File: src/rtl/ehc_pkg.sv
// ----------------------------------------------------------------------------
// ehc_pkg
// shared types and constants of the holiday check unit
// ----------------------------------------------------------------------------
`default_nettype none

package ehc_pkg;

  localparam int unsigned DAY_W   = 5;
  localparam int unsigned MONTH_W = 4;
  localparam int unsigned YEAR_W  = 12;
  localparam int unsigned KEY_W   = MONTH_W + DAY_W;

  localparam logic [YEAR_W-1:0] MIN_YEAR = 12'd1583;

  // computus sequence, one step per cycle
  typedef enum logic [3:0] {
    STP_CENT,
    STP_Q19,
    STP_A,
    STP_Q7,
    STP_C,
    STP_MM,
    STP_S,
    STP_MN,
    STP_DX,
    STP_DQ,
    STP_DD,
    STP_E,
    STP_EASTER,
    STP_TABLE
  } step_t;

  typedef struct packed {
    logic  load;
    logic  calc_en;
    step_t step;
    logic  look_en;
    logic  send;
  } cmd_t;

  typedef struct packed {
    logic year_low;
    logic year_hit;
  } status_t;

endpackage

`default_nettype wire

File: src/rtl/ehc_dpath.sv
// ----------------------------------------------------------------------------
// ehc_dpath
// date registers, computus arithmetic, holiday table and result register
// ----------------------------------------------------------------------------
`default_nettype none

module ehc_dpath (
  input  wire logic                            clk,
  input  wire logic                            rst_n,
  input  wire logic [ehc_pkg::DAY_W-1:0]       in_day,
  input  wire logic [ehc_pkg::MONTH_W-1:0]     in_month,
  input  wire logic [ehc_pkg::YEAR_W-1:0]      in_year,
  input  wire ehc_pkg::cmd_t                   cmd,
  output ehc_pkg::status_t                     sts,
  output logic                                 holiday
);

  localparam int unsigned NUM_FIXED  = 5;
  localparam int unsigned NUM_EASTER = 4;

  // fixed holidays as {month, day}
  localparam logic [ehc_pkg::KEY_W-1:0] FIXED_KEY [NUM_FIXED] = '{
    {4'd1,  5'd1},
    {4'd5,  5'd1},
    {4'd10, 5'd3},
    {4'd12, 5'd25},
    {4'd12, 5'd26}
  };

  // easter offsets biased by +2 so they stay unsigned
  localparam logic [6:0] OFS_BIASED [NUM_EASTER] = '{7'd0, 7'd3, 7'd41, 7'd52};

  // x mod 7 for x below 256, reciprocal 586/4096
  function automatic logic [2:0] mod7(input logic [7:0] x);
    logic [17:0] p;
    logic [5:0]  q;
    logic [7:0]  r;
    p = 18'(x) * 18'd586;
    q = p[17:12];
    r = x - 8'(q * 8'd7);
    return r[2:0];
  endfunction

  // day count from march 1st to {month, day}; easter offsets stay within mar..jun
  function automatic logic [ehc_pkg::KEY_W-1:0] from_march(input logic [6:0] n);
    logic [ehc_pkg::KEY_W-1:0] k;
    if (n < 7'd31) begin
      k = {4'd3, 5'(n + 7'd1)};
    end else if (n < 7'd61) begin
      k = {4'd4, 5'(n - 7'd30)};
    end else if (n < 7'd92) begin
      k = {4'd5, 5'(n - 7'd60)};
    end else begin
      k = {4'd6, 5'(n - 7'd91)};
    end
    return k;
  endfunction

  function automatic logic [1:0] b_bits(input logic [ehc_pkg::YEAR_W-1:0] y);
    return y[1:0];
  endfunction

  logic [ehc_pkg::DAY_W-1:0]   day_r;
  logic [ehc_pkg::MONTH_W-1:0] month_r;
  logic [ehc_pkg::YEAR_W-1:0]  year_r;
  logic [ehc_pkg::YEAR_W-1:0]  cached_year_r;
  logic [5:0]                  cent_r;
  logic [9:0]                  q_r;
  logic [4:0]                  a_r;
  logic [2:0]                  c_r;
  logic [3:0]                  mm_r;
  logic [5:0]                  s_r;
  logic [4:0]                  bigm_r;
  logic [2:0]                  bign_r;
  logic [8:0]                  x_r;
  logic [4:0]                  dd_r;
  logic [2:0]                  e_r;
  logic [5:0]                  easter_n_r;
  logic [ehc_pkg::KEY_W-1:0]   ent_r [NUM_EASTER];
  logic                        hit_r;
  logic                        holiday_r;

  logic [24:0] p_cent;
  logic [23:0] p_q19;
  logic [25:0] p_q7;
  logic [11:0] a_full;
  logic [11:0] c_full;
  logic [8:0]  mm_v;
  logic [16:0] p_mm;
  logic [5:0]  mn_t;
  logic [20:0] p_dq;
  logic [8:0]  d_full;
  logic [4:0]  d_v;
  logic [7:0]  e_sum;
  logic [ehc_pkg::KEY_W-1:0] key;
  logic        match;

  always_comb begin
    p_cent = 25'(year_r) * 25'd5243;
    p_q19  = 24'(year_r) * 24'd3450;
    p_q7   = 26'(year_r) * 26'd9363;
    a_full = year_r - 12'({2'b00, q_r} * 12'd19);
    c_full = year_r - 12'({2'b00, q_r} * 12'd7);
    mm_v   = {cent_r, 3'b000} + 9'd13;
    p_mm   = 17'(mm_v) * 17'd164;
    mn_t   = 6'd15 + s_r - 6'(mm_r);
    p_dq   = 21'(x_r) * 21'd2185;
    d_full = x_r - 9'(9'(q_r[4:0]) * 9'd30);
    d_v    = d_full[4:0];
    e_sum  = 8'({b_bits(year_r), 1'b0}) + 8'({c_r, 2'b00}) + 8'(dd_r) * 8'd6 + 8'(bign_r);
  end

  always_comb begin
    key   = {month_r, day_r};
    match = 1'b0;
    for (int i = 0; i < NUM_FIXED; i++) begin
      if (FIXED_KEY[i] == key) begin
        match = 1'b1;
      end
    end
    for (int i = 0; i < NUM_EASTER; i++) begin
      if (ent_r[i] == key) begin
        match = 1'b1;
      end
    end
  end

  always_ff @(posedge clk) begin
    if (!rst_n) begin
      cached_year_r <= '0;
      easter_n_r    <= '0;
      for (int i = 0; i < NUM_EASTER; i++) begin
        ent_r[i] <= '0;
      end
    end else if (cmd.calc_en) begin
      case (cmd.step)
        ehc_pkg::STP_EASTER: begin
          // march 22nd plus dd plus e, counted from march 1st
          easter_n_r    <= 6'd21 + 6'(dd_r) + 6'(e_r);
          cached_year_r <= year_r;
        end
        ehc_pkg::STP_TABLE: begin
          for (int i = 0; i < NUM_EASTER; i++) begin
            ent_r[i] <= from_march(7'(easter_n_r) + OFS_BIASED[i] - 7'd2);
          end
        end
        default: begin
        end
      endcase
    end
  end

  always_ff @(posedge clk) begin
    if (cmd.load) begin
      day_r   <= in_day;
      month_r <= in_month;
      year_r  <= in_year;
      hit_r   <= 1'b0;
    end else if (cmd.look_en) begin
      hit_r <= match;
    end
    if (cmd.send) begin
      holiday_r <= hit_r;
    end
    if (cmd.calc_en) begin
      case (cmd.step)
        ehc_pkg::STP_CENT: cent_r <= p_cent[24:19];
        ehc_pkg::STP_Q19:  q_r    <= {2'b00, p_q19[23:16]};
        ehc_pkg::STP_A:    a_r    <= a_full[4:0];
        ehc_pkg::STP_Q7:   q_r    <= p_q7[25:16];
        ehc_pkg::STP_C:    c_r    <= c_full[2:0];
        ehc_pkg::STP_MM:   mm_r   <= 4'(p_mm[16:12] - 5'd2);
        // year / 400 equals cent / 4
        ehc_pkg::STP_S:    s_r    <= cent_r - {2'b00, cent_r[5:2]} - 6'd2;
        ehc_pkg::STP_MN: begin
          bigm_r <= (mn_t >= 6'd30) ? 5'(mn_t - 6'd30) : mn_t[4:0];
          bign_r <= mod7(8'(s_r) + 8'd6);
        end
        ehc_pkg::STP_DX:   x_r    <= 9'(bigm_r) + 9'(a_r) * 9'd19;
        ehc_pkg::STP_DQ:   q_r    <= {5'b00000, p_dq[20:16]};
        ehc_pkg::STP_DD: begin
          // the two exception cases of the computus
          if (d_v == 5'd29) begin
            dd_r <= 5'd28;
          end else if (d_v == 5'd28 && a_r >= 5'd11) begin
            dd_r <= 5'd27;
          end else begin
            dd_r <= d_v;
          end
        end
        ehc_pkg::STP_E:    e_r    <= mod7(e_sum);
        default: begin
        end
      endcase
    end
  end

  assign sts.year_low = (year_r < ehc_pkg::MIN_YEAR);
  assign sts.year_hit = (year_r == cached_year_r);
  assign holiday      = holiday_r;

endmodule

`default_nettype wire

File: src/rtl/ehc_ctrl.sv
// ----------------------------------------------------------------------------
// ehc_ctrl
// sequencer for accept, computus steps, table lookup and result hand-off
// ----------------------------------------------------------------------------
`default_nettype none

module ehc_ctrl (
  input  wire logic              clk,
  input  wire logic              rst_n,
  input  wire logic              in_tvalid,
  output logic                   in_tready,
  output logic                   out_tvalid,
  input  wire logic              out_tready,
  input  wire ehc_pkg::status_t  sts,
  output ehc_pkg::cmd_t          cmd
);

  typedef enum logic [2:0] {
    ST_IDLE,
    ST_CHECK,
    ST_CALC,
    ST_LOOK,
    ST_SEND
  } state_t;

  state_t          state_r, state_nxt;
  ehc_pkg::step_t  step_r, step_nxt;
  logic            out_valid_r, out_valid_nxt;
  logic            slot_free;

  assign slot_free = !out_valid_r || out_tready;

  always_comb begin
    cmd.load    = (state_r == ST_IDLE) && in_tvalid;
    cmd.calc_en = (state_r == ST_CALC);
    cmd.step    = step_r;
    cmd.look_en = (state_r == ST_LOOK);
    cmd.send    = (state_r == ST_SEND) && slot_free;
  end

  always_comb begin
    state_nxt     = state_r;
    step_nxt      = step_r;
    out_valid_nxt = cmd.send ? 1'b1 : (out_tready ? 1'b0 : out_valid_r);
    case (state_r)
      ST_IDLE: begin
        if (in_tvalid) begin
          state_nxt = ST_CHECK;
        end
      end
      ST_CHECK: begin
        if (sts.year_low) begin
          state_nxt = ST_SEND;
        end else if (sts.year_hit) begin
          state_nxt = ST_LOOK;
        end else begin
          state_nxt = ST_CALC;
          step_nxt  = ehc_pkg::STP_CENT;
        end
      end
      ST_CALC: begin
        if (step_r == ehc_pkg::STP_TABLE) begin
          state_nxt = ST_LOOK;
        end else begin
          step_nxt = ehc_pkg::step_t'(step_r + 4'd1);
        end
      end
      ST_LOOK: begin
        state_nxt = ST_SEND;
      end
      ST_SEND: begin
        if (slot_free) begin
          state_nxt = ST_IDLE;
        end
      end
      default: begin
        state_nxt = ST_IDLE;
      end
    endcase
  end

  always_ff @(posedge clk) begin
    if (!rst_n) begin
      state_r     <= ST_IDLE;
      step_r      <= ehc_pkg::STP_CENT;
      out_valid_r <= 1'b0;
    end else begin
      state_r     <= state_nxt;
      step_r      <= step_nxt;
      out_valid_r <= out_valid_nxt;
    end
  end

  assign in_tready  = (state_r == ST_IDLE);
  assign out_tvalid = out_valid_r;

endmodule

`default_nettype wire

File: src/rtl/easter_holiday_check_unit.sv
// ----------------------------------------------------------------------------
// easter_holiday_check_unit
// reports whether a gregorian date is one of nine fixed or easter-based holidays
// ----------------------------------------------------------------------------
// channel | dir | fields (tdata lsb first)              | beat
// in_     | in  | day[4:0] month[8:5] year[20:9], pad 0  | one date
// out_    | out | holiday[0], pad 0                      | one flag per date
//
// a new year goes from accept to result through check, 14 computus and
// table steps at one per cycle, lookup and send
// a cached year: check, lookup, send; a year below 1583: check, send
// the block returns to idle after each send before the next date can be accepted
// synchronous active-low reset clears the sequencer and the cached year
// the next date is taken while the previous result beat waits in its register
// ----------------------------------------------------------------------------
`default_nettype none

module easter_holiday_check_unit (
  input  wire logic        clk,
  input  wire logic        rst_n,
  input  wire logic        in_tvalid,
  output logic             in_tready,
  input  wire logic [23:0] in_tdata,   // day[4:0], month[8:5], year[20:9]
  output logic             out_tvalid,
  input  wire logic        out_tready,
  output logic [7:0]       out_tdata   // holiday[0]
);

  ehc_pkg::cmd_t    cmd;
  ehc_pkg::status_t sts;
  logic             holiday;

  ehc_ctrl u_ctrl (
    .clk        (clk),
    .rst_n      (rst_n),
    .in_tvalid  (in_tvalid),
    .in_tready  (in_tready),
    .out_tvalid (out_tvalid),
    .out_tready (out_tready),
    .sts        (sts),
    .cmd        (cmd)
  );

  ehc_dpath u_dpath (
    .clk      (clk),
    .rst_n    (rst_n),
    .in_day   (in_tdata[4:0]),
    .in_month (in_tdata[8:5]),
    .in_year  (in_tdata[20:9]),
    .cmd      (cmd),
    .sts      (sts),
    .holiday  (holiday)
  );

  assign out_tdata = {7'b0000000, holiday};

endmodule

`default_nettype wire

File: config.mk
export PLATFORM = sky130hd
export DESIGN_NAME = easter_holiday_check_unit
export DESIGN_NICKNAME = d
export VERILOG_FILES = /design/src/rtl/ehc_pkg.sv /design/src/rtl/ehc_dpath.sv /design/src/rtl/ehc_ctrl.sv /design/src/rtl/easter_holiday_check_unit.sv
export SDC_FILE = /design/constraint.sdc
export NUM_CORES = 1
export LEC_CHECK = 0
export BUFFER_PORTS_ARGS = -buffer_cell sky130_fd_sc_hd__buf_2
export CAP_MARGIN = 5
export CORE_ASPECT_RATIO = 0.7
export CORE_UTILIZATION = 50
export DETAILED_ROUTE_END_ITERATION = 7
export GPL_TIMING_DRIVEN = 1
export PLACE_DENSITY_LB_ADDON = 0.25
export SETUP_SLACK_MARGIN = 0.3
export SLEW_MARGIN = 20
export SYNTH_ARGS = -nofsm -noshare
export SYNTH_HDL_FRONTEND = slang
export SYNTH_SLANG_ARGS = --single-unit
File: constraint.sdc
create_clock -name clk -period 9.3 [get_ports clk]
set_clock_uncertainty 0.05 [all_clocks]
set_input_delay 1.395 -clock clk [delete_from_list [all_inputs] [get_ports clk]]
set_output_delay 1.395 -clock clk [all_outputs]
set_load 0.01 [all_outputs]
==> impl_metrics.json <==
{
  "wire_per_inst_um": 15.9,
  "die-area_um2": 37300,
  "status": "completed",
  "drtIter0Drc": 625,
  "synth_area_leaders": "ha_1 (28%), edfxtp_1 (18%), fa_1 (16%)",
  "layout_commonest_cell": "ha_1",
  "cp_max_fo": 17,
  "tightestPinTransition_ps": 906,
  "path_common_cell": "ha_1",
  "p_comb_frac": 0.706,
  "drcViolationCount": 0,
  "muxShareOfSynthArea": 0.00438,
  "yosys_most_used_dff": "edfxtp_1",
  "hold_buffers": 0,
  "grt_pass1_wl_um": 62300,
  "ios": 38,
  "power_density_nw_per_um2": 256,
  "seqPwrFrac": 0.163,
  "start_kind": "flop",
  "timing.hold.ws_ps": 392,
  "max_slew_margin": 0.395,
  "clock_path_buffers": 2,
  "vias_per_cell": 5.22,
  "ctsResizeCount": 0,
  "yosysSeqAreaShare": 0.207,
  "post-cts-setup-buffer-count": 0,
  "hold_class": "flop to flop",
  "die_w_um": 230,
  "fin_tns_setup_ps": 0,
  "via_count": 12196,
  "crit_slowest_cell": "a211oi_1",
  "io_buffers": 27,
  "start_util": 0.509,
  "power_leakage_nw": 9.57,
  "grt_overflow": 0,
  "grt_antenna_before_repair": 1,
  "cp_data_required_time_ps": 9430,
  "synth_edf_count": 108,
  "path_class": "flop to flop",
  "clkPwrFrac": 0.131,
  "drive_above_1_share": 0.0506,
  "finalHoldViolCount": 0,
  "layout_common_cells": "ha_1 (410), inv_1 (339), fa_1 (150)",
  "internal_power_w": 0.00275,
  "rsz0062_at_grt": "false",
  "synth_top_family_by_area": "adder cells",
  "pre_cts_ws_ps": 2020,
  "cts_tree": "done",
  "max_stage_delay_ps": 690,
  "post-route-period-util": 0.779,
  "fin_ws_ps": 2060,
  "clockRootBuffer": "clkbuf_16",
  "fin_crit_ps": 7240,
  "maxCapViolCount": 0,
  "ant_nets": 0,
  "postSynthAreaPerCell_um2": 10.0,
  "power_switching_w": 0.00223,
  "crit_path_end_kind": "flop",
  "clock_sinks": 135,
  "slew_viol_final": 0,
  "firstDrtPassIters": 5,
  "dpl.hpwl_um": 30400,
  "dp_cells": 2304,
  "layout.nets": 2431,
  "swShare": 0.448,
  "yosys.area.top_type_share": 0.281,
  "drt_wl_total_um": 37100,
  "synthXorXnorAreaFrac": 0.0873,
  "synth_simple_gate_area_share": 0.0808,
  "synth-adder-area-share": 0.446,
  "synth_warnings": 0,
  "ys_ff_latch": 135,
  "num_rows": 58,
  "h-tree-depth": 4,
  "grt_pass1_vias": 12267,
  "netlist_instances": 1823,
  "arrival_ps": 7380,
  "clkTransAtPathRegs_ps": 70,
  "core_um2": 35900,
  "grt_usage": 0.210,
  "async_flop_share": 0,
  "fmaxAchievable_ghz": 0.138,
  "ys_types": 76,
  "die_h_um": 162,
  "syn2layout_area_growth_pct": 6.62,
  "finalNonFillerCells": 2338,
  "peakVddDrop_mv": 0.283,
  "synth_area_um2": 18300,
  "grt_max_degree": 34,
  "insertion_delay_ps": 440,
  "final-setup-viol-count": 0,
  "cts_buffers": 17,
  "synth_top_cell_by_area": "ha_1",
  "gp_congestion": 0.912,
  "synth_compound_area_frac": 0.0910
}
==> worst max-delay path, delay by kind of cell (launching register included) <==
| kind | cells | cell delay, ps |
|---|---|---|
| adder cells (fa/ha/maj) | 11 | 3460 |
| AND/OR/NAND/NOR | 1 | 140 |
| flip-flops | 1 | 360 |
| AO/OA/AOI/OAI | 5 | 1340 |
| buffers and inverters | 4 | 430 |
| XOR/XNOR | 7 | 1220 |
==> routing by layer <==
| metal | up-vias | track usage | part of all wire | routed length (um) |
|---|---|---|---|---|
| met5 | - | 0 | 0 | 0 |
| met4 | 0 | 0.0391 | 0.0093 | 347 |
| met3 | 29 | 0.0318 | 0.041 | 1510 |
| met2 | 205 | 0.323 | 0.43 | 16000 |
| met1 | 5819 | 0.314 | 0.52 | 19300 |
| li1 | 6143 | - | - | - |
==> final timing paths <==
kind / start / depth (start not counted) / end / slack [ps]
max reg2reg: u_dpath.year_r[1] / 28 / u_dpath.e_r[2] / 2060
min: u_dpath.hit_r / 0 / u_dpath.holiday / 390
min reg2reg: u_dpath.hit_r / 0 / u_dpath.holiday / 390
max: u_dpath.year_r[1] / 28 / u_dpath.e_r[2] / 2060
==> state kept, by name (all words and copies together) (netlist names), 6 cells and up <==
name / flops
u_dpath.cent_r: 6
u_dpath.ent_r: 32
u_dpath.x_r: 9
u_dpath.year_r: 12
u_dpath.easter_n_r: 6
u_dpath.s_r: 6
u_dpath.cached_year_r: 12
==> metrics by stage <==
stage	area [um^2]	total power (W)	utilization
detailed placement	18900	0.00435	0.526
floorplan	18300	0.00354	-
global route	19500	0.00562	0.542
finish	19500	0.00498	0.542
global placement	18900	0.00423	0.526
CTS	19500	0.00504	0.542
==> final cells by class <==
class,instances,area [um^2]
fillers,3197,16400
flip-flops and latches,135,3780
clock inverters,15,136
repair buffers,42,248
clock buffers,17,425
multi-input cells,1306,13000
inverters,341,1280
well taps,480,601
diodes,2,5.00
==> cells in the mapped netlist, drive strengths merged (13+ instances only) <==
cell,count
ha,410
inv,339
fa,150
xnor2,120
edfxtp,108
nand2,83
a21oi,82
nor2,74
xor2,62
o21ai,36
dfxtp,27
clkbuf,25
a21o,23
buf,22
a21boi,19
nand3,17
and2,14
nor2b,13
==> logic make-up after synthesis <==
kind of cell,count (synthesis)
AOI/OAI and AO/OA,251
xor gates and xnor gates,182
adders and majority gates,562
buffers and inverters,388
DFF,135
muxes,8
other,1
and+or+nand+nor,296
==> power by group through the flow <==
stage / Sequential, W / Combinational [W] / Clock [W]
3_5_place_dp: 0.000823 / 0.00353 / 0
2_1_floorplan: 0.000826 / 0.00272 / 0
3_3_place_gp: 0.000822 / 0.00340 / 0
5_1_grt: 0.000813 / 0.00412 / 0.000689
4_1_cts: 0.000810 / 0.00357 / 0.000666
6_report: 0.000810 / 0.00351 / 0.000654
Power figures use the tool's default switching activity.
